===== src/rtl/core/color_key_run_extractor_unit_macros.svh =====
// ----------------------------------------------------------------------------
// Color key run extractor: assertion macros
// Concurrent check wrappers. They are empty when SYNTHESIS is defined.
// ----------------------------------------------------------------------------
`ifndef COLOR_KEY_RUN_EXTRACTOR_UNIT_MACROS_SVH
`define COLOR_KEY_RUN_EXTRACTOR_UNIT_MACROS_SVH

`ifndef SYNTHESIS
// Same-cycle implication
`define CKRE_ASSERT_IMP(label, clk, rst_n, ante, cons) \
  label: assert property (@(posedge clk) disable iff (!rst_n) (ante) |-> (cons)) \
    else $error("ckre: same-cycle check failed");
// Next-cycle implication
`define CKRE_ASSERT_NXT(label, clk, rst_n, ante, cons) \
  label: assert property (@(posedge clk) disable iff (!rst_n) (ante) |=> (cons)) \
    else $error("ckre: next-cycle check failed");
`else
`define CKRE_ASSERT_IMP(label, clk, rst_n, ante, cons)
`define CKRE_ASSERT_NXT(label, clk, rst_n, ante, cons)
`endif

`endif


===== src/rtl/core/ckre_pkg.sv =====
// ----------------------------------------------------------------------------
// Color key run extractor package
// Field widths, register indexes, reset values and shared types.
// ----------------------------------------------------------------------------
`default_nettype none

package ckre_pkg;

  localparam int PIXEL_W      = 32;
  localparam int KEY_W        = 24;
  localparam int CFG_DIM_W    = 13;
  localparam int CFG_IDX_W    = 2;
  localparam int CFG_DATA_W   = 24;
  localparam int RUN_LEFT_W   = 12;
  localparam int RUN_RIGHT_W  = 13;
  localparam int RUN_ROW_W    = 12;
  localparam int RUN_INDEX_W  = 23;

  localparam int MAX_DIMENSION_DEF = 4096;

  // Register indexes
  localparam logic [CFG_IDX_W-1:0] REG_COLOR_KEY    = 2'd0;
  localparam logic [CFG_IDX_W-1:0] REG_PIXEL_FORMAT = 2'd1;
  localparam logic [CFG_IDX_W-1:0] REG_IMAGE_WIDTH  = 2'd2;
  localparam logic [CFG_IDX_W-1:0] REG_IMAGE_HEIGHT = 2'd3;

  // Pixel formats
  localparam logic FMT_RGB565 = 1'b0;
  localparam logic FMT_RGB888 = 1'b1;

  // Reset values
  localparam logic [KEY_W-1:0]     RST_COLOR_KEY    = 24'h000000;
  localparam logic                 RST_PIXEL_FORMAT = FMT_RGB888;
  localparam logic [CFG_DIM_W-1:0] RST_IMAGE_WIDTH  = 13'd4096;
  localparam logic [CFG_DIM_W-1:0] RST_IMAGE_HEIGHT = 13'd4096;

  // Compare masks for the two formats
  localparam logic [KEY_W-1:0] MASK_RGB565 = 24'h00ffff;
  localparam logic [KEY_W-1:0] MASK_RGB888 = 24'hffffff;

  // Key pattern as seen by the compare stage
  typedef struct packed {
    logic [KEY_W-1:0] value;
    logic [KEY_W-1:0] mask;
  } key_cmp_t;

  // Compare stage to run tracker
  typedef struct packed {
    logic valid;
    logic is_key;
  } pix_stage_t;

  // Width of the clamped dimension datapath: holds both the register and the max
  function automatic int dim_width(input int max_dim);
    int bits;
    bits = $clog2(max_dim + 1);
    return (bits > CFG_DIM_W) ? bits : CFG_DIM_W;
  endfunction

endpackage

`default_nettype wire


===== src/rtl/core/ckre_pix_if.sv =====
// ----------------------------------------------------------------------------
// Pixel channel
// Valid/ready channel carrying one pixel word per transaction.
// ----------------------------------------------------------------------------
`default_nettype none

interface ckre_pix_if
  import ckre_pkg::*;
();
  logic               valid;
  logic               ready;
  logic [PIXEL_W-1:0] pixel_color;

  modport source (output valid, output pixel_color, input ready);
  modport sink   (input valid, input pixel_color, output ready);
endinterface

`default_nettype wire


===== src/rtl/core/ckre_run_if.sv =====
// ----------------------------------------------------------------------------
// Run channel
// Valid/ready channel carrying one opaque run per transaction.
// ----------------------------------------------------------------------------
`default_nettype none

interface ckre_run_if
  import ckre_pkg::*;
();
  logic                   valid;
  logic                   ready;
  logic [RUN_LEFT_W-1:0]  run_left;
  logic [RUN_RIGHT_W-1:0] run_right;
  logic [RUN_ROW_W-1:0]   run_row;
  logic [RUN_INDEX_W-1:0] run_index;

  modport source (output valid, output run_left, output run_right, output run_row,
                  output run_index, input ready);
  modport sink   (input valid, input run_left, input run_right, input run_row,
                  input run_index, output ready);
endinterface

`default_nettype wire


===== src/rtl/core/ckre_cfg_if.sv =====
// ----------------------------------------------------------------------------
// Configuration write channel
// Valid/ready channel carrying a register index and write data.
// ----------------------------------------------------------------------------
`default_nettype none

interface ckre_cfg_if
  import ckre_pkg::*;
();
  logic                  valid;
  logic                  ready;
  logic [CFG_IDX_W-1:0]  index;
  logic [CFG_DATA_W-1:0] data;

  modport source (output valid, output index, output data, input ready);
  modport sink   (input valid, input index, input data, output ready);
endinterface

`default_nettype wire


===== src/rtl/core/ckre_cfg_regs.sv =====
// ----------------------------------------------------------------------------
// Configuration registers
// Holds the four registers, derives the key pattern and clamped dimensions.
// ----------------------------------------------------------------------------
`default_nettype none

module ckre_cfg_regs
  import ckre_pkg::*;
#(
  parameter int MAX_DIMENSION = MAX_DIMENSION_DEF,
  localparam int DW = dim_width(MAX_DIMENSION)
) (
  input  wire logic    clk,
  input  wire logic    rst_n,
  ckre_cfg_if.sink     cfg,
  output key_cmp_t     key_cmp,
  output logic [DW-1:0] width_eff,
  output logic [DW-1:0] height_eff
);

  localparam logic [DW-1:0] MAX_D = DW'(MAX_DIMENSION);
  localparam logic [DW-1:0] ONE_D = DW'(1);

  logic [KEY_W-1:0]     color_key_r;
  logic                 pixel_format_r;
  logic [CFG_DIM_W-1:0] image_width_r;
  logic [CFG_DIM_W-1:0] image_height_r;

  logic [7:0]    key_r8, key_g8, key_b8;
  logic [DW-1:0] w_ext, h_ext;

  assign cfg.ready = 1'b1;

  always_ff @(posedge clk) begin
    if (!rst_n) begin
      color_key_r    <= RST_COLOR_KEY;
      pixel_format_r <= RST_PIXEL_FORMAT;
      image_width_r  <= RST_IMAGE_WIDTH;
      image_height_r <= RST_IMAGE_HEIGHT;
    end else if (cfg.valid) begin
      unique case (cfg.index)
        REG_COLOR_KEY:    color_key_r    <= cfg.data[KEY_W-1:0];
        REG_PIXEL_FORMAT: pixel_format_r <= cfg.data[0];
        REG_IMAGE_WIDTH:  image_width_r  <= cfg.data[CFG_DIM_W-1:0];
        REG_IMAGE_HEIGHT: image_height_r <= cfg.data[CFG_DIM_W-1:0];
        default: ;
      endcase
    end
  end

  // Key arrives as 0x00BBGGRR
  assign key_r8 = color_key_r[7:0];
  assign key_g8 = color_key_r[15:8];
  assign key_b8 = color_key_r[23:16];

  always_comb begin
    if (pixel_format_r == FMT_RGB565) begin
      key_cmp.value = {8'h00, key_r8[7:3], key_g8[7:2], key_b8[7:3]};
      key_cmp.mask  = MASK_RGB565;
    end else begin
      key_cmp.value = {key_r8, key_g8, key_b8};
      key_cmp.mask  = MASK_RGB888;
    end
  end

  // Clamp to 1..MAX_DIMENSION
  assign w_ext = DW'(image_width_r);
  assign h_ext = DW'(image_height_r);

  always_comb begin
    if (w_ext == '0)        width_eff = ONE_D;
    else if (w_ext > MAX_D) width_eff = MAX_D;
    else                    width_eff = w_ext;
    if (h_ext == '0)        height_eff = ONE_D;
    else if (h_ext > MAX_D) height_eff = MAX_D;
    else                    height_eff = h_ext;
  end

endmodule

`default_nettype wire


===== src/rtl/core/ckre_key_match.sv =====
// ----------------------------------------------------------------------------
// Key compare stage
// Accepts pixels, registers the key match flag for the run tracker.
// ----------------------------------------------------------------------------
`default_nettype none

module ckre_key_match
  import ckre_pkg::*;
(
  input  wire logic  clk,
  input  wire logic  rst_n,
  ckre_pix_if.sink   pix,
  input  key_cmp_t   key_cmp,
  input  wire logic  advance,
  output pix_stage_t stage
);

  logic valid_r, valid_nxt;
  logic is_key_r;
  logic accept;

  assign pix.ready = !valid_r || advance;
  assign accept    = pix.valid && pix.ready;

  always_comb begin
    valid_nxt = valid_r;
    if (accept)       valid_nxt = 1'b1;
    else if (advance) valid_nxt = 1'b0;
  end

  always_ff @(posedge clk) begin
    if (!rst_n) begin
      valid_r <= 1'b0;
    end else begin
      valid_r <= valid_nxt;
    end
  end

  always_ff @(posedge clk) begin
    if (accept) begin
      is_key_r <= ((pix.pixel_color[KEY_W-1:0] ^ key_cmp.value) & key_cmp.mask) == '0;
    end
  end

  assign stage.valid  = valid_r;
  assign stage.is_key = is_key_r;

endmodule

`default_nettype wire


===== src/rtl/core/ckre_run_tracker.sv =====
// ----------------------------------------------------------------------------
// Run tracker
// Column/row counters, open-run state and the run output register.
// ----------------------------------------------------------------------------
`default_nettype none

module ckre_run_tracker
  import ckre_pkg::*;
#(
  parameter int MAX_DIMENSION = MAX_DIMENSION_DEF,
  localparam int DW    = dim_width(MAX_DIMENSION),
  localparam int CNT_W = $clog2(MAX_DIMENSION)
) (
  input  wire logic      clk,
  input  wire logic      rst_n,
  input  pix_stage_t     stage,
  input  wire logic [DW-1:0] width_eff,
  input  wire logic [DW-1:0] height_eff,
  output logic           advance,
  ckre_run_if.source     run
);

  localparam logic [DW-1:0] ONE_D = DW'(1);

  logic [CNT_W-1:0]       col_r, col_nxt;
  logic [CNT_W-1:0]       row_r, row_nxt;
  logic                   open_r, open_nxt;
  logic [CNT_W-1:0]       start_r, start_nxt;
  logic [RUN_INDEX_W-1:0] runs_r;

  logic                   out_valid_r;
  logic [RUN_LEFT_W-1:0]  out_left_r;
  logic [RUN_RIGHT_W-1:0] out_right_r;
  logic [RUN_ROW_W-1:0]   out_row_r;
  logic [RUN_INDEX_W-1:0] out_index_r;

  logic [DW-1:0] col_d, col_inc_d, row_inc_d, left_d, right_d, top_row_d;
  logic          line_end, frame_end, emit_key, emit, out_free;

  assign col_d     = DW'(col_r);
  assign col_inc_d = col_d + ONE_D;
  assign row_inc_d = DW'(row_r) + ONE_D;
  assign line_end  = col_inc_d >= width_eff;
  assign frame_end = row_inc_d >= height_eff;

  // A key pixel closes an open run; a line end closes any run that is open
  // after this pixel, which is exactly the non-key case.
  assign emit_key = open_r && stage.is_key;
  assign emit     = emit_key || (line_end && !stage.is_key);

  assign left_d    = (open_r) ? DW'(start_r) : col_d;
  assign right_d   = emit_key ? col_d : col_inc_d;
  assign top_row_d = height_eff - ONE_D - DW'(row_r);

  assign out_free = !out_valid_r || run.ready;
  assign advance  = stage.valid && (!emit || out_free);

  always_comb begin
    open_nxt  = !line_end && !stage.is_key;
    start_nxt = (!open_r && !stage.is_key) ? col_r : start_r;
    col_nxt   = line_end ? '0 : CNT_W'(col_inc_d);
    row_nxt   = row_r;
    if (line_end) row_nxt = frame_end ? '0 : CNT_W'(row_inc_d);
  end

  always_ff @(posedge clk) begin
    if (!rst_n) begin
      col_r       <= '0;
      row_r       <= '0;
      open_r      <= 1'b0;
      start_r     <= '0;
      runs_r      <= '0;
      out_valid_r <= 1'b0;
    end else begin
      if (advance) begin
        col_r   <= col_nxt;
        row_r   <= row_nxt;
        open_r  <= open_nxt;
        start_r <= start_nxt;
        if (emit) runs_r <= runs_r + 1'b1;
      end
      if (advance && emit)  out_valid_r <= 1'b1;
      else if (run.ready)   out_valid_r <= 1'b0;
    end
  end

  always_ff @(posedge clk) begin
    if (advance && emit) begin
      out_left_r  <= left_d[RUN_LEFT_W-1:0];
      out_right_r <= right_d[RUN_RIGHT_W-1:0];
      out_row_r   <= top_row_d[RUN_ROW_W-1:0];
      out_index_r <= runs_r;
    end
  end

  assign run.valid     = out_valid_r;
  assign run.run_left  = out_left_r;
  assign run.run_right = out_right_r;
  assign run.run_row   = out_row_r;
  assign run.run_index = out_index_r;

endmodule

`default_nettype wire


===== src/rtl/core/color_key_run_extractor_unit.sv =====
// Path: an accepted pixel goes through the compare register, then the run register, to its run, if any.
// Throughput: one pixel per cycle; the compare register and the run register each hold
//   one transaction, so pixels stall only while a finished run waits on out_run.ready.
// Reset: rst_n synchronous, active low; clears counters, open run, run numbering and
//   both valid flags, and loads the register defaults (key 0, 24-bit, 4096 x 4096).
// ----------------------------------------------------------------------------
// Color key run extractor
// Streams bottom-up bitmap pixels, compares each with a color key and emits
// one transaction per horizontal run of non-key pixels.
// ----------------------------------------------------------------------------
`default_nettype none
`include "color_key_run_extractor_unit_macros.svh"

module color_key_run_extractor_unit
  import ckre_pkg::*;
#(
  // Largest usable width/height; sets the counter widths
  parameter int MAX_DIMENSION = MAX_DIMENSION_DEF
) (
  input  wire logic  clk,
  input  wire logic  rst_n,
  ckre_pix_if.sink   in_pix,
  ckre_run_if.source out_run,
  ckre_cfg_if.sink   cfg_wr
);

  localparam int DW = dim_width(MAX_DIMENSION);

  key_cmp_t      key_cmp;     // key value/mask for the active pixel format
  logic [DW-1:0] width_eff;   // image_width clamped to 1..MAX_DIMENSION
  logic [DW-1:0] height_eff;  // image_height clamped to 1..MAX_DIMENSION
  pix_stage_t    stage;       // registered compare result
  logic          advance;     // tracker consumes the registered pixel

  // Register file; config must only change while the pipeline is drained (the block does not enforce this)
  ckre_cfg_regs #(
    .MAX_DIMENSION (MAX_DIMENSION)
  ) u_cfg (
    .clk        (clk),
    .rst_n      (rst_n),
    .cfg        (cfg_wr),
    .key_cmp    (key_cmp),
    .width_eff  (width_eff),
    .height_eff (height_eff)
  );

  // Stage 1: input register holding only the valid bit and the key match flag
  ckre_key_match u_match (
    .clk     (clk),
    .rst_n   (rst_n),
    .pix     (in_pix),
    .key_cmp (key_cmp),
    .advance (advance),
    .stage   (stage)
  );

  // Stage 2: counters, run state and the run output register.
  // A pixel that closes no run moves on even while the output is stalled.
  ckre_run_tracker #(
    .MAX_DIMENSION (MAX_DIMENSION)
  ) u_track (
    .clk        (clk),
    .rst_n      (rst_n),
    .stage      (stage),
    .width_eff  (width_eff),
    .height_eff (height_eff),
    .advance    (advance),
    .run        (out_run)
  );

  // Input only backs up when a finished run is stuck in the output register
  `CKRE_ASSERT_IMP(a_stall_cause, clk, rst_n, !in_pix.ready, out_run.valid && !out_run.ready)

  // Runs come out numbered consecutively
  `CKRE_ASSERT_NXT(a_index_seq, clk, rst_n, out_run.valid && out_run.ready, !out_run.valid || (out_run.run_index == RUN_INDEX_W'($past(out_run.run_index) + 1'b1)))

  // A run is never empty (left is exact when columns fit its field)
  `CKRE_ASSERT_IMP(a_run_nonempty, clk, rst_n, out_run.valid && (MAX_DIMENSION <= 4096), out_run.run_right > RUN_RIGHT_W'(out_run.run_left))

endmodule

`default_nettype wire

===== src/flat_wrapper.sv =====
// flat-port wrapper written by rule: the top's interface ports become plain ports
module color_key_run_extractor_unit_flat import ckre_pkg::*;
#(
                                                         
  parameter int MAX_DIMENSION = MAX_DIMENSION_DEF
)
  (clk, rst_n, in_pix_valid, in_pix_pixel_color, in_pix_ready, out_run_valid, out_run_run_left, out_run_run_right, out_run_run_row, out_run_run_index, out_run_ready, cfg_wr_valid, cfg_wr_index, cfg_wr_data, cfg_wr_ready);
  ckre_pix_if in_pix_i ();
  ckre_run_if out_run_i ();
  ckre_cfg_if cfg_wr_i ();
  input  wire logic clk;
  input  wire logic rst_n;
  input wire logic [$bits(in_pix_i.valid)-1:0] in_pix_valid;
  input wire logic [$bits(in_pix_i.pixel_color)-1:0] in_pix_pixel_color;
  output wire logic [$bits(in_pix_i.ready)-1:0] in_pix_ready;
  output wire logic [$bits(out_run_i.valid)-1:0] out_run_valid;
  output wire logic [$bits(out_run_i.run_left)-1:0] out_run_run_left;
  output wire logic [$bits(out_run_i.run_right)-1:0] out_run_run_right;
  output wire logic [$bits(out_run_i.run_row)-1:0] out_run_run_row;
  output wire logic [$bits(out_run_i.run_index)-1:0] out_run_run_index;
  input wire logic [$bits(out_run_i.ready)-1:0] out_run_ready;
  input wire logic [$bits(cfg_wr_i.valid)-1:0] cfg_wr_valid;
  input wire logic [$bits(cfg_wr_i.index)-1:0] cfg_wr_index;
  input wire logic [$bits(cfg_wr_i.data)-1:0] cfg_wr_data;
  output wire logic [$bits(cfg_wr_i.ready)-1:0] cfg_wr_ready;
  assign in_pix_i.valid = in_pix_valid;
  assign in_pix_i.pixel_color = in_pix_pixel_color;
  assign in_pix_ready = in_pix_i.ready;
  assign out_run_valid = out_run_i.valid;
  assign out_run_run_left = out_run_i.run_left;
  assign out_run_run_right = out_run_i.run_right;
  assign out_run_run_row = out_run_i.run_row;
  assign out_run_run_index = out_run_i.run_index;
  assign out_run_i.ready = out_run_ready;
  assign cfg_wr_i.valid = cfg_wr_valid;
  assign cfg_wr_i.index = cfg_wr_index;
  assign cfg_wr_i.data = cfg_wr_data;
  assign cfg_wr_ready = cfg_wr_i.ready;
  color_key_run_extractor_unit #(.MAX_DIMENSION(MAX_DIMENSION)) u_core (.clk(clk), .rst_n(rst_n), .in_pix(in_pix_i), .out_run(out_run_i), .cfg_wr(cfg_wr_i));
endmodule

===== config.mk =====
export PLATFORM = sky130hd
export DESIGN_NAME = color_key_run_extractor_unit_flat
export DESIGN_NICKNAME = d
export VERILOG_FILES = /design/src/rtl/core/ckre_pkg.sv /design/src/rtl/core/ckre_pix_if.sv /design/src/rtl/core/ckre_run_if.sv /design/src/rtl/core/ckre_cfg_if.sv /design/src/rtl/core/ckre_cfg_regs.sv /design/src/rtl/core/ckre_key_match.sv /design/src/rtl/core/ckre_run_tracker.sv /design/src/rtl/core/color_key_run_extractor_unit.sv /design/src/flat_wrapper.sv
export VERILOG_INCLUDE_DIRS = /design/src /design/src/rtl/core
export SDC_FILE = /design/constraint.sdc
export NUM_CORES = 1
export LEC_CHECK = 0
export BUFFER_PORTS_ARGS = -buffer_cell sky130_fd_sc_hd__buf_2
export CAP_MARGIN = 20
export CELL_PAD_IN_SITES_DETAIL_PLACEMENT = 1
export CELL_PAD_IN_SITES_GLOBAL_PLACEMENT = 1
export CORE_ASPECT_RATIO = 0.75
export CORE_MARGIN = 3
export CORE_UTILIZATION = 44
export CTS_CLUSTER_DIAMETER = 60
export DETAILED_ROUTE_END_ITERATION = 12
export PLACE_DENSITY = 0.91
export SYNTH_ARGS = -nofsm -noshare
export SYNTH_HDL_FRONTEND = slang
export SYNTH_SLANG_ARGS = --single-unit

===== constraint.sdc =====
create_clock -name clk -period 9.1 [get_ports clk]
set_clock_uncertainty 0.2 [all_clocks]
set_input_delay 2.73 -clock clk [delete_from_list [all_inputs] [get_ports clk]]
set_output_delay 2.73 -clock clk [all_outputs]
set_load 0.01 [all_outputs]

== Word level (Yosys, flattened, before mapping) ==
Cells that the tools add are included.
Storage, ports and cells
  register bits after elaboration: 174
  bits of input ports: 63
  output and inout bits: 63
Cells by class
  add/subtract/negate cells: 5
  $lt $le $gt $ge: 4
  eq/ne operators: 3
  mux-type cells: 13
  bitwise logic cells: 2
  reductions and logical operators: 30
Operators by type and width (count)
  two-way mux 13 bit: 4
  two-way mux 12 bit: 4
  two-way mux 48 bit: 1
  adder 12 x 1 -> 13 bit, second input constant: 2
  >= comparator 13 bit: 2
  greater-than comparator 13 bit, second input constant: 2
  logical NOT 13 bit: 2
  AND 24 bit: 1
  logical NOT 24 bit: 1
  XOR 24 bit: 1
  adder 23 x 1 -> 23 bit, second input constant: 1
  AND reduction 2 bit: 7
  subtractor 12 x 1 -> 12 bit, second input constant: 1
  subtractor 12 bit: 1
  logical AND 1 bit: 7
  logical NOT 1 bit: 6
  == test 2 bit, second input constant: 2
  logical OR 1 bit: 4
  two-way mux 1 bit: 4
  nonzero test 2 bit: 2
  == test 2 x 1 -> 1 bit, second input constant: 1
  logical NOT 2 bit: 1

== Depth between registers and ports, before layout ==
Gate-level depths: netlist (run 1).
  depth in word-level cells: 12
  depth in mapped cells: 16
  depth with buffers taken out: 12

== Hierarchy ==
A second synthesis (run 1) with hierarchy kept.
Unflattened totals
  cells, all modules: 1029
  area, all modules: 9547.9 um2
Modules (own cells, without submodules)
  ckre_run_tracker: instances 1, cells each 668, area an instance 6557.5 um2, seq. area each 3022.9 um2
  ckre_cfg_regs: instances 1, cells each 313, area an instance 2572.5 um2, seq. area each 1021.0 um2
  ckre_key_match: instances 1, cells each 48, area an instance 417.9 um2, seq. area each 50.0 um2

== Worst setup path after synthesis (run 1) ==
OpenSTA, ideal clock, no wires.
  path kind: input -> register
  from: input port out_run_ready
  to: register u_core.u_track.out_index_r[0], in the netlist u_core.u_track.run.run_index[0], enable pin
  setup time: 0.497 ns
  arrival time: 6.076 ns
  required time: 8.403 ns
  setup slack: 2.326 ns
  stages: 4
  cells stage by stage: nand2b_1 > buf_2 > nand2_1 > a21oi_1
Between the ends
  cells in the longest elaborated chain, start to end: 4
Ends and longest elaborated chain
  start: declaration: line flat_wrapper.sv:21  | input wire logic [$bits(out_run_i.ready)-1:0] out_run_ready;
  logical OR 1 bit: line ckre_run_tracker.sv:55  | assign out_free = !out_valid_r || run.ready;
  logical OR 1 bit: line ckre_run_tracker.sv:56  | assign advance = stage.valid && (!emit || out_free);
  logical AND 1 bit: line ckre_run_tracker.sv:56
  logical AND 1 bit: line ckre_run_tracker.sv:88  | if (advance && emit) begin
  end signal: assignment: line ckre_run_tracker.sv:92  | out_index_r <= runs_r;
  end: declaration: line ckre_run_tracker.sv:35  | logic [RUN_INDEX_W-1:0] out_index_r;
Every way passes these cells.
A chain may end at the register's enable or synchronous reset.

== Worst setup path after layout (run 1) ==
  from: register u_core.u_track.col_r[0]
  to: output port in_pix_ready
Between the ends
  cells in the longest elaborated chain, start to end: 8
Ends and longest elaborated chain
  start: declaration: line ckre_run_tracker.sv:25  | logic [CNT_W-1:0] col_r, col_nxt;
  start signal: assignment: line ckre_run_tracker.sv:76  | col_r <= col_nxt;
  adder 12 x 1 -> 13 bit: line ckre_run_tracker.sv:41  | assign col_inc_d = col_d + ONE_D;
  >= comparator 13 bit: line ckre_run_tracker.sv:43  | assign line_end = col_inc_d >= width_eff;
  logical AND 1 bit: line ckre_run_tracker.sv:49  | assign emit = emit_key || (line_end && !stage.is_key);
  logical OR 1 bit: line ckre_run_tracker.sv:49
  logical NOT 1 bit: line ckre_run_tracker.sv:56
  logical OR 1 bit: line ckre_run_tracker.sv:56
  logical AND 1 bit: line ckre_run_tracker.sv:56
  logical OR 1 bit: line ckre_key_match.sv:22  | assign pix.ready = !valid_r || advance;
  end: declaration: line flat_wrapper.sv:15  | output wire logic [$bits(in_pix_i.ready)-1:0] in_pix_ready;
Every way passes these cells.

==> impl_metrics.ini, run 1 <==
[floorplanning]
rows = 44
start_util_pct = 45.9
die_area_sq_um = 22400
ios = 126
design.core.area_sq_um = 19800
die_width_um = 172
die_y_um = 130

[setup_path]
start_kind = flip-flop
cp.required_ns = 6.17
critPathArrivalTime_ns = 4.38
path_max_fanout = 23
critPathKind = reg -> out
endpoint_kind = output port
r2r_slack_ns = 3.76

[sta]
fin_ws_ns = 1.79
rsz0062_at_grt = false
finalSetupTns_ns = 0
max_freq_mhz = 137
hold_viol_final = 0
final-setup-viol-count = 0
slew_viol_final = 0
worstMarginPinSlew_ns = 0.942
slew-limit-headroom_pct = 37.0
fin_crit_sh_pct = 80.3
layout_min_cycle_time_ns = 7.31

[detailed_routing]
wl_per_cell_um = 19.7
vias_per_cell = 5.77
drt_iter0_markers = 667
drtPass1Iterations = 5
antenna_left = 0
drc_errors = 0
routed_wl_um = 25900
num_vias = 7587

[global_routing]
track_usage_pct = 23.4
grt_max_degree = 69
antenna_found_initial = 0
grt_pass1_wl_um = 41200
overflow = 0
first_global_vias = 7719

[placed_design]
gp_congestion = 0.869
dp_hpwl_um = 18100
pre_cts_ws_ns = 2.36
port_buffers = 116

[cts]
cts_hold_buf = 0
clk_path_buf_depth = 2
ctsResizeCount = 0
numCtsBuffers = 17
clock_sinks = 174
clkTransAtPathRegs_ns = 0.06
cts_tree = done
post_cts_buffers = 0
clock_latency_ns = 0.44
root_buffer = clkbuf_16
htree_num_levels = 4

[pwr]
power_leakage_nw = 4.18
peakVddDrop_mv = 0.0965
powerDensity_nw_per_um2 = 165

[layout]
antennaDiodeCount = 0
final_cell_mix = 198 x nand2_1, 116 x buf_2, 113 x dfxtp_1
nets = 1154
drive_gt1_share_pct = 17.2
synthToLayoutAreaGrowth_pct = 14.5
fin_util_pct = 52.5
final_common_cell = nand2_1

[logic_synthesis]
syn_nets = 1078
ys_seq_elements = 174
synth_area_sq_um = 9070
ys.flop_type = dfxtp_1
yosysSeqAreaShare_pct = 45.2
avgSynthCellArea_sq_um = 9.31
synth_warnings = 0
synth.distinct_cells = 65
synth_area_leaders = dfxtp_1 25%, edfxtp_1 20%, nand2_1 8.2%, ha_1 5.5%, mux2i_1 4.0%
synth-edff-count = 61
synth_top_area_cell = dfxtp_1
async_flop_share_pct = 0
synth_top_area_share_pct = 25.0
synthesis.instances = 974

[min_path]
hp-class = reg -> reg

[outcome]
status = completed

[job]
drv_cap = 0
==> where the power goes <==
part	total (mW)	internal [mW]	switching (mW)
sequential	0.828	0.814	0.0142
combinational	0.121	0.0448	0.0763
clock	0.767	0.439	0.327
total	1.72	1.30	0.418
==> stage by stage <==
step / instances / hold WS [ns] / power (mW) / cell area (sq um)
after floorplan: 974 / 0.221 / 0.919 / 9070
after global placement: 1283 / 0.238 / 0.957 / 9750
after detailed placement: 1284 / 0.249 / 0.964 / 9780
after CTS: 1316 / 0.262 / 1.72 / 10400
after global routing: 1316 / 0.291 / 1.77 / 10400
final: 1316 / 0.257 / 1.72 / 10400
==> registers in the layout (all words and copies together) (netlist names), 12 cells and up <==
| register | flops |
|---|---|
| u_core.u_track.start_r | 12 |
| u_core.u_track.row_r | 12 |
| u_core.u_track.run.run_index | 23 |
| u_core.u_cfg.h_ext | 13 |
| u_core.u_track.run.run_left | 12 |
| u_core.u_track.col_r | 12 |
| u_core.u_track.run.run_right | 13 |
| u_core.u_cfg.color_key_r | 24 |
| u_core.u_track.runs_r | 23 |
| u_core.u_track.run.run_row | 12 |
| u_core.u_cfg.image_width_r | 13 |
==> logic make-up after synthesis <==
group | share of synthesized area (%)
mux | 5.59
simple gates | 20.2
compound gates | 12.4
fa+ha+maj | 5.74
xor+xnor | 6.76
other cells | 0.0414
flops | 45.2
buf+inv | 4.09
==> path summary, 6_finish.rpt <==
path                                  start                          endpoint  cells past startpoint
setup / recovery    u_core.u_track.col_r[0]                      in_pix_ready                     14
hold / removal    u_core.u_track.start_r[7]         u_core.u_track.start_r[7]                      2
setup reg to reg    u_core.u_track.col_r[0]  u_core.u_track.run.run_right[11]                     13
hold reg to reg   u_core.u_track.start_r[7]         u_core.u_track.start_r[7]                      2
==> routing by layer <==
metal	track usage, %	vias up	wire (um)
met5	0	-	0
met2	38.4	240	11900
li1	-	3619	-
met4	6.85	0	440
met1	31.7	3686	12100
met3	4.42	42	1420
==> cell usage after synthesis (5+ instances only) <==
library cell / n
and3_1: 12
a211oi_1: 12
o21a_1: 5
o31ai_1: 6
a21o_1: 7
dfxtp_1: 113
clkbuf_1: 46
inv_1: 26
buf_1: 7
o21ai_1: 9
ha_1: 40
and2_1: 5
o311ai_1: 5
mux2_2: 12
nand2b_1: 19
xnor2_1: 34
o211ai_1: 16
o21ai_0: 5
nor2_1: 32
nand3_1: 24
xor2_1: 36
nor4_1: 14
nand2_1: 198
a32oi_1: 6
a31oi_1: 7
edfxtp_1: 61
nor2b_1: 5
nand4_1: 19
buf_2: 8
mux2i_1: 36
nor3_1: 17
a41o_1: 7
nand4b_1: 6
a21oi_1: 62
==> cell type report <==
| class | count | area, sq um |
|---|---|---|
| timing repair buffer | 122 | 646 |
| tap | 253 | 317 |
| clock buffer | 18 | 439 |
| inverter | 27 | 101 |
| fill | 2247 | 9380 |
| clock inverter | 14 | 165 |
| sequential | 174 | 4090 |
| multi-input combinational | 708 | 4620 |
==> worst max-delay path, stage by stage, from the launching register on <==
cell	delay, ns
dfxtp_1	0.47
ha_1	0.32
nand3_1	0.24
nor2_1	0.47
nand3_1	0.25
xnor2_1	0.23
ha_1	0.35
and4_1	0.24
nand3_1	0.13
o211ai_2	0.25
a211oi_2	0.10
buf_4	0.23
nor3b_1	0.43
inv_1	0.08
buf_2	0.15
Note: power is estimated with default switching activity, not from simulation.
==> run 2, diff against run 1 <==
--- a/config.mk
+++ b/config.mk
@@ -12,10 +12,10 @@
 export CELL_PAD_IN_SITES_GLOBAL_PLACEMENT = 1
 export CORE_ASPECT_RATIO = 0.75
 export CORE_MARGIN = 3
-export CORE_UTILIZATION = 44
+export CORE_UTILIZATION = 40
 export CTS_CLUSTER_DIAMETER = 60
 export DETAILED_ROUTE_END_ITERATION = 12
-export PLACE_DENSITY = 0.91
+export PLACE_DENSITY = 0.87
 export SYNTH_ARGS = -nofsm -noshare
 export SYNTH_HDL_FRONTEND = slang
 export SYNTH_SLANG_ARGS = --single-unit
==> constraint.sdc (replaced) <==
create_clock -name clk -period 6.6 [get_ports clk]
set_clock_uncertainty 0.2 [all_clocks]
set_input_delay 1.98 -clock clk [delete_from_list [all_inputs] [get_ports clk]]
set_output_delay 1.98 -clock clk [all_outputs]
set_load 0.01 [all_outputs]
==> run 2 against run 1 <==
  * Critical path depth decreased by 1
  * Cell area about the same
  * Non-clock buffer count increased by 1
  * Wire length fell by 7.4%
  * Die area grew 9.6%
  * Sequential power rose by 38%
  * Total power is 33% higher
  * Setup slack worse by 1.3 ns
  * Largest cell class unchanged
==> impl_metrics.ini, run 2 (synthesis gave the netlist of run 1 again) <==
[cts]
clkTransAtPathRegs_ns = 0.06
htree_num_levels = 4
root_buffer = clkbuf_16
clock_sinks = 174
cts_tree = done
clock_latency_ns = 0.43
post_cts_buffers = 0
cts_hold_buf = 0
ctsResizeCount = 0
numCtsBuffers = 17
clk_path_buf_depth = 2

[sta]
hold_viol_final = 0
fin_ws_ns = 0.446
slew_viol_final = 0
hold_slack_ns = 0.254
finalSetupTns_ns = 0
layout_min_cycle_time_ns = 6.15
max_freq_mhz = 162
rsz0062_at_grt = false
final-setup-viol-count = 0
slew-limit-headroom_pct = 37.7
worstMarginPinSlew_ns = 0.928
fin_crit_sh_pct = 93.2

[pwr]
p_switching_mw = 0.566
pwr-share-comb_pct = 7.2
powerDensity_nw_per_um2 = 220
peakVddDrop_mv = 0.147
power_leakage_nw = 4.16
p_int_mw = 1.71
clkPwrFrac_pct = 42.7
seqPwrFrac_pct = 50.1
switching_share_pct = 24.8

[placed_design]
port_buffers = 116
pre_cts_ws_ns = 0.888
dp_hpwl_um = 17300
gp_congestion = 0.838

[job]
drv_cap = 0

[layout]
antennaDiodeCount = 0
largest_reg_flops = 24
nets = 1155
final_cell_mix = 198 x nand2_1, 116 x buf_2, 113 x dfxtp_1
synthToLayoutAreaGrowth_pct = 14.4
drive_gt1_share_pct = 17.3
final_common_cell = nand2_1
fin_util_pct = 46.8
largest-register = u_core.u_cfg.color_key_r

[setup_path]
crit_chain = ha_1 -> nand3_1 -> nor2_1 -> nand3_1 -> xnor2_1 -> ha_1 -> and4_1 -> nand3_1 -> o211ai_2 -> a211oi_2 -> nor3b_1 -> inv_1 -> buf_2
path_delay_family = simple AND/OR/NAND/NOR gates
path_buf_inv = 2
cpMostUsedCell = nand3_1
start_kind = flip-flop
crit_slowest_cell = dfxtp_1
critPathArrivalTime_ns = 3.97
cp.required_ns = 4.42
slowest_delay_ns = 0.46
endpoint_kind = output port
critPathKind = reg -> out
path_max_fanout = 7

[outcome]
status = completed

[global_routing]
first_global_vias = 7277
grt_pass1_wl_um = 38100
antenna_found_initial = 0
overflow = 0
track_usage_pct = 19.2
grt_max_degree = 73

[floorplanning]
design.core.area_sq_um = 22200
die_y_um = 136
start_util_pct = 40.9
die_area_sq_um = 24500
die_width_um = 180
ios = 126
rows = 47

[detailed_routing]
vias_per_cell = 5.47
num_vias = 7433
drc_errors = 0
antenna_left = 0
drt_iter0_markers = 383
routed_wl_um = 24000
drtPass1Iterations = 4
wl_per_cell_um = 17.6

[min_path]
hp-class = reg -> reg
==> run 2: cell types whose count changed in the layout (fill, tap and decap cells not counted) <==
cell and change:
clkinv_4 +2, inv_6 -1, buf_4 +2, buf_16 -1
bufinv_16 -2, clkinv_2 +1
==> run 2: path summary, 6_finish.rpt <==
kind,cells past startpoint,endpoint,slack (ns),from
setup / recovery,13,in_pix_ready,0.45,u_core.u_track.col_r[0]
hold / removal,2,u_core.u_track.start_r[10],0.25,u_core.u_track.start_r[10]
setup reg to reg,12,u_core.u_track.run.run_row[0],1.49,u_core.u_track.col_r[0]
hold reg to reg,2,u_core.u_track.start_r[10],0.25,u_core.u_track.start_r[10]
==> run 2: cell type report <==
class	count	area (sq um)
clock buffers	18	439
inverters	27	101
multi-input cells	708	4620
flip-flops and latches	174	4090
fillers	2572	11800
clock inverters	14	119
repair buffers	123	633
well taps	294	368
==> run 2: worst min-delay path: stages (launching register included) <==
cell	delay [ns]
dfxtp_1	0.31
nand2_1	0.05
mux2i_1	0.05
==> run 2: per-layer routing <==
layer / global-route usage, % / part of all wire, % / up-vias
li1: - / - / 3621
met3: 3.61 / 4.7 / 31
met2: 30.1 / 44 / 177
met5: 0 / 0 / -
met4: 5.41 / 1.4 / 0
met1: 27.2 / 50 / 3604
==> run 2: stage by stage <==
step	cells	total power, mW	area, sq um
final	1358	2.28	10400
after global routing	1358	2.36	10400
after CTS	1358	2.30	10400
after detailed placement	1326	1.33	9810
after global placement	1326	1.32	9810
after floorplan	974	1.27	9070
==> run 2: power groups by stage <==
| stage | Combinational (mW) | Sequential (mW) | Clock [mW] |
|---|---|---|---|
| floorplan | 0.110 | 1.16 | 0 |
| global placement | 0.158 | 1.16 | 0 |
| detailed placement | 0.163 | 1.16 | 0 |
| CTS | 0.165 | 1.14 | 0.989 |
| global route | 0.182 | 1.14 | 1.04 |
| finish | 0.165 | 1.14 | 0.972 |
==> run 3, diff against run 2 <==
--- a/config.mk
+++ b/config.mk
@@ -6,16 +6,16 @@
 export SDC_FILE = /design/constraint.sdc
 export NUM_CORES = 1
 export LEC_CHECK = 0
+export ABC_AREA = 1
 export BUFFER_PORTS_ARGS = -buffer_cell sky130_fd_sc_hd__buf_2
 export CAP_MARGIN = 20
 export CELL_PAD_IN_SITES_DETAIL_PLACEMENT = 1
 export CELL_PAD_IN_SITES_GLOBAL_PLACEMENT = 1
 export CORE_ASPECT_RATIO = 0.75
-export CORE_MARGIN = 3
-export CORE_UTILIZATION = 40
+export CORE_UTILIZATION = 39
 export CTS_CLUSTER_DIAMETER = 60
 export DETAILED_ROUTE_END_ITERATION = 12
-export PLACE_DENSITY = 0.87
+export PLACE_DENSITY = 0.88
 export SYNTH_ARGS = -nofsm -noshare
 export SYNTH_HDL_FRONTEND = slang
 export SYNTH_SLANG_ARGS = --single-unit
==> run 3 against run 2 <==
  * Worst hold slack improved by 0.019 ns
  * Largest power group unchanged
  * Final cell count rose by 18%
  * Global-route usage rose by 2.5 points
  * First-iteration DRC count rose by 47%
  * Clock power fell by 4.3%
  * Fmax rose by 4.8%
  * Via count rose by 13%
  * Non-clock buffer count fell by 1
  * Critical path depth rose by 5
  * Sequential power barely moved
  * Area after synthesis rose by 3.0%
==> impl_metrics.ini, run 3 <==
[logic_synthesis]
ys.flop_type = dfxtp_1
synth_fa_ha_area_share_pct = 5.57
synthMostInstantiatedCell = nand2_1
synthesis.instances = 1205
ys_top_cells_by_count = 253 x nand2_1, 149 x inv_1, 138 x nor2_1
ys_seq_elements = 174
syn_nets = 1309
synth_warnings = 0
synthXorXnorAreaFrac_pct = 6.16
synth_compound_area_share_pct = 10.5
avgSynthCellArea_sq_um = 7.75
synth_area_sq_um = 9340
synth.distinct_cells = 42
synth-edff-count = 61
async_flop_share_pct = 0
yosysSeqAreaShare_pct = 43.8
synth-simple-area-share_pct = 25.2
synth_top_area_share_pct = 24.2
synth_area_leaders = dfxtp_1 24%, edfxtp_1 20%, nand2_1 10%, inv_1 6.0%, nor2_1 5.5%
synth_top_family_by_area = simple AND/OR/NAND/NOR gates
synth_top_area_cell = dfxtp_1
synth.area.mux_share_pct = 0

[sta]
rsz0062_at_grt = false
worstMarginPinSlew_ns = 1.07
max_freq_mhz = 170
hold_viol_final = 0
fin_crit_sh_pct = 88.9
slew-limit-headroom_pct = 28.7
layout_min_cycle_time_ns = 5.87
final-setup-viol-count = 0
hold_slack_ns = 0.273
finalSetupTns_ns = 0
slew_viol_final = 0

[layout]
antennaDiodeCount = 0
multiInputGateArea_sq_um = 4430
nets = 1400
drive_gt1_share_pct = 13.1
final_cell_mix = 253 x nand2_1, 148 x inv_1, 138 x nor2_1
synthToLayoutAreaGrowth_pct = 13.7
largest_reg_flops = 24
regArea_sq_um = 4090
final.fill_count = 2886
largest-register = u_core.u_cfg.color_key_r
fin_area_sq_um = 10600
final_common_cell = nand2_1

[min_path]
hp-class = reg -> reg
holdCritStartpoint = u_core.u_cfg.h_ext[1]

[cts]
clock_latency_ns = 0.44
cts_tree = done
post_cts_buffers = 0
cts_hold_buf = 0
numCtsBuffers = 17
clock_sinks = 174
clkTransAtPathRegs_ns = 0.07
htree_num_levels = 4
root_buffer = clkbuf_16
ctsResizeCount = 0
clk_path_buf_depth = 2

[global_routing]
first_global_vias = 8284
grt_pass1_wl_um = 42300
overflow = 0
track_usage_pct = 21.7
grt_max_degree = 91
antenna_found_initial = 0

[job]
drv_cap = 0

[detailed_routing]
num_vias = 8367
drc_errors = 0
drt_iter0_markers = 564
routed_wl_um = 26100
antenna_left = 0
wl_per_cell_um = 16.2
drtPass1Iterations = 5
vias_per_cell = 5.20

[setup_path]
start_kind = flip-flop
r2r_slack_ns = 1.41
endpoint_kind = output port
r2r_cells = 19
r2r_end = u_core.u_track.run.run_right[5]
path_max_fanout = 11
startpoint = u_core.u_track.col_r[0]
cp.required_ns = 4.42
endpoint = in_pix_ready
critPathArrivalTime_ns = 3.69
r2r_start = u_core.u_track.col_r[0]
critPathKind = reg -> out

[floorplanning]
rows = 48
die_width_um = 181
start_util_pct = 40.2
die_area_sq_um = 24600
design.core.area_sq_um = 23200
ios = 126
die_y_um = 136

[placed_design]
postPlaceCellArea_sq_um = 10100
port_buffers = 116
dp_hpwl_um = 19000
gp_congestion = 0.864

[outcome]
status = completed

[pwr]
peakVddDrop_mv = 0.183
power_leakage_nw = 4.47
powerDensity_nw_per_um2 = 225
[run 3: cell count changes in the layout (fill, tap and decap cells not counted), sizes merged, moves of 16 or more]
cell    before  now
inv         29  155
nand2b      19    0
o211ai      18    1
xnor2       34   16
mux2i       36    0
nand2      198  256
nor2        32  140
nand3       25   41
nand4       19   56
o21ai       14  104
[run 3: layout make-up]
type / count / area share [%]
Clock buffer: 20 / 4.11
Clock inverter: 12 / 0.813
Inverter: 153 / 5.41
Tap cell: 300 / 3.53
Timing Repair Buffer: 122 / 5.89
Multi-Input combinational cell: 828 / 41.7
Sequential cell: 174 / 38.5
[run 3: worst min-delay path by stage]
stage	endpoint	slack (ns)	cells past startpoint
after global routing	u_core.u_track.run.run_index[22]	0.30	0
final	u_core.u_cfg.h_ext[1]	0.27	2
after floorplan	u_core.u_cfg.color_key_r[13]	0.24	2
after global placement	u_core.u_cfg.color_key_r[13]	0.25	2
after CTS	u_core.u_cfg.color_key_r[20]	0.27	2
after detailed placement	u_core.u_cfg.color_key_r[20]	0.26	2
[run 3: metal layers]
| metal | vias to the layer above | track usage [%] | wire (um) |
|---|---|---|---|
| li1 | 4133 | - | - |
| met1 | 4037 | 29.4 | 12900 |
| met2 | 170 | 35.6 | 11900 |
| met3 | 27 | 3.29 | 960 |
| met4 | 0 | 6.65 | 246 |
| met5 | - | 0 | 0 |
[run 3: where the power goes]
group / total (mW) / leakage [nW] / internal, mW / switching [mW]
registers: 1.17 / 1.51 / 1.14 / 0.0251
logic: 0.287 / 2.69 / 0.0972 / 0.190
clock network: 0.930 / 0.264 / 0.485 / 0.445
[run 3: logic make-up after synthesis]
| group | Yosys count |
|---|---|
| buf+inv | 203 |
| flops | 174 |
| fa+ha+maj | 41 |
| other cells | 1 |
| xor+xnor | 64 |
| compound gates | 191 |
| simple gates | 531 |
[run 3: through the flow]
step	setup WS, ns	cells	power, mW	utilization (%)
final	0.731	1609	2.39	45.7
after global routing	0.371	1609	2.48	45.7
after CTS	0.679	1609	2.41	45.7
after detailed placement	1.23	1577	1.48	43.4
after global placement	1.34	1577	1.46	43.4
after floorplan	2.06	1205	1.39	-
[run 3: critical path, cell delays in order, from the launching register on]
cell     delay (ns)
dfxtp_1        0.48
ha_1           0.23
nand2_1        0.12
nor3_4         0.17
nand3_2        0.13
nor3_4         0.19
nand2_1        0.11
nor2_1         0.12
ha_1           0.26
nand2_1        0.10
inv_1          0.06
a21oi_1        0.15
nand2_1        0.07
nor2_1         0.16
nand2_1        0.34
nand2_1        0.18
nand2_2        0.08
nand3_1        0.15
buf_2          0.15
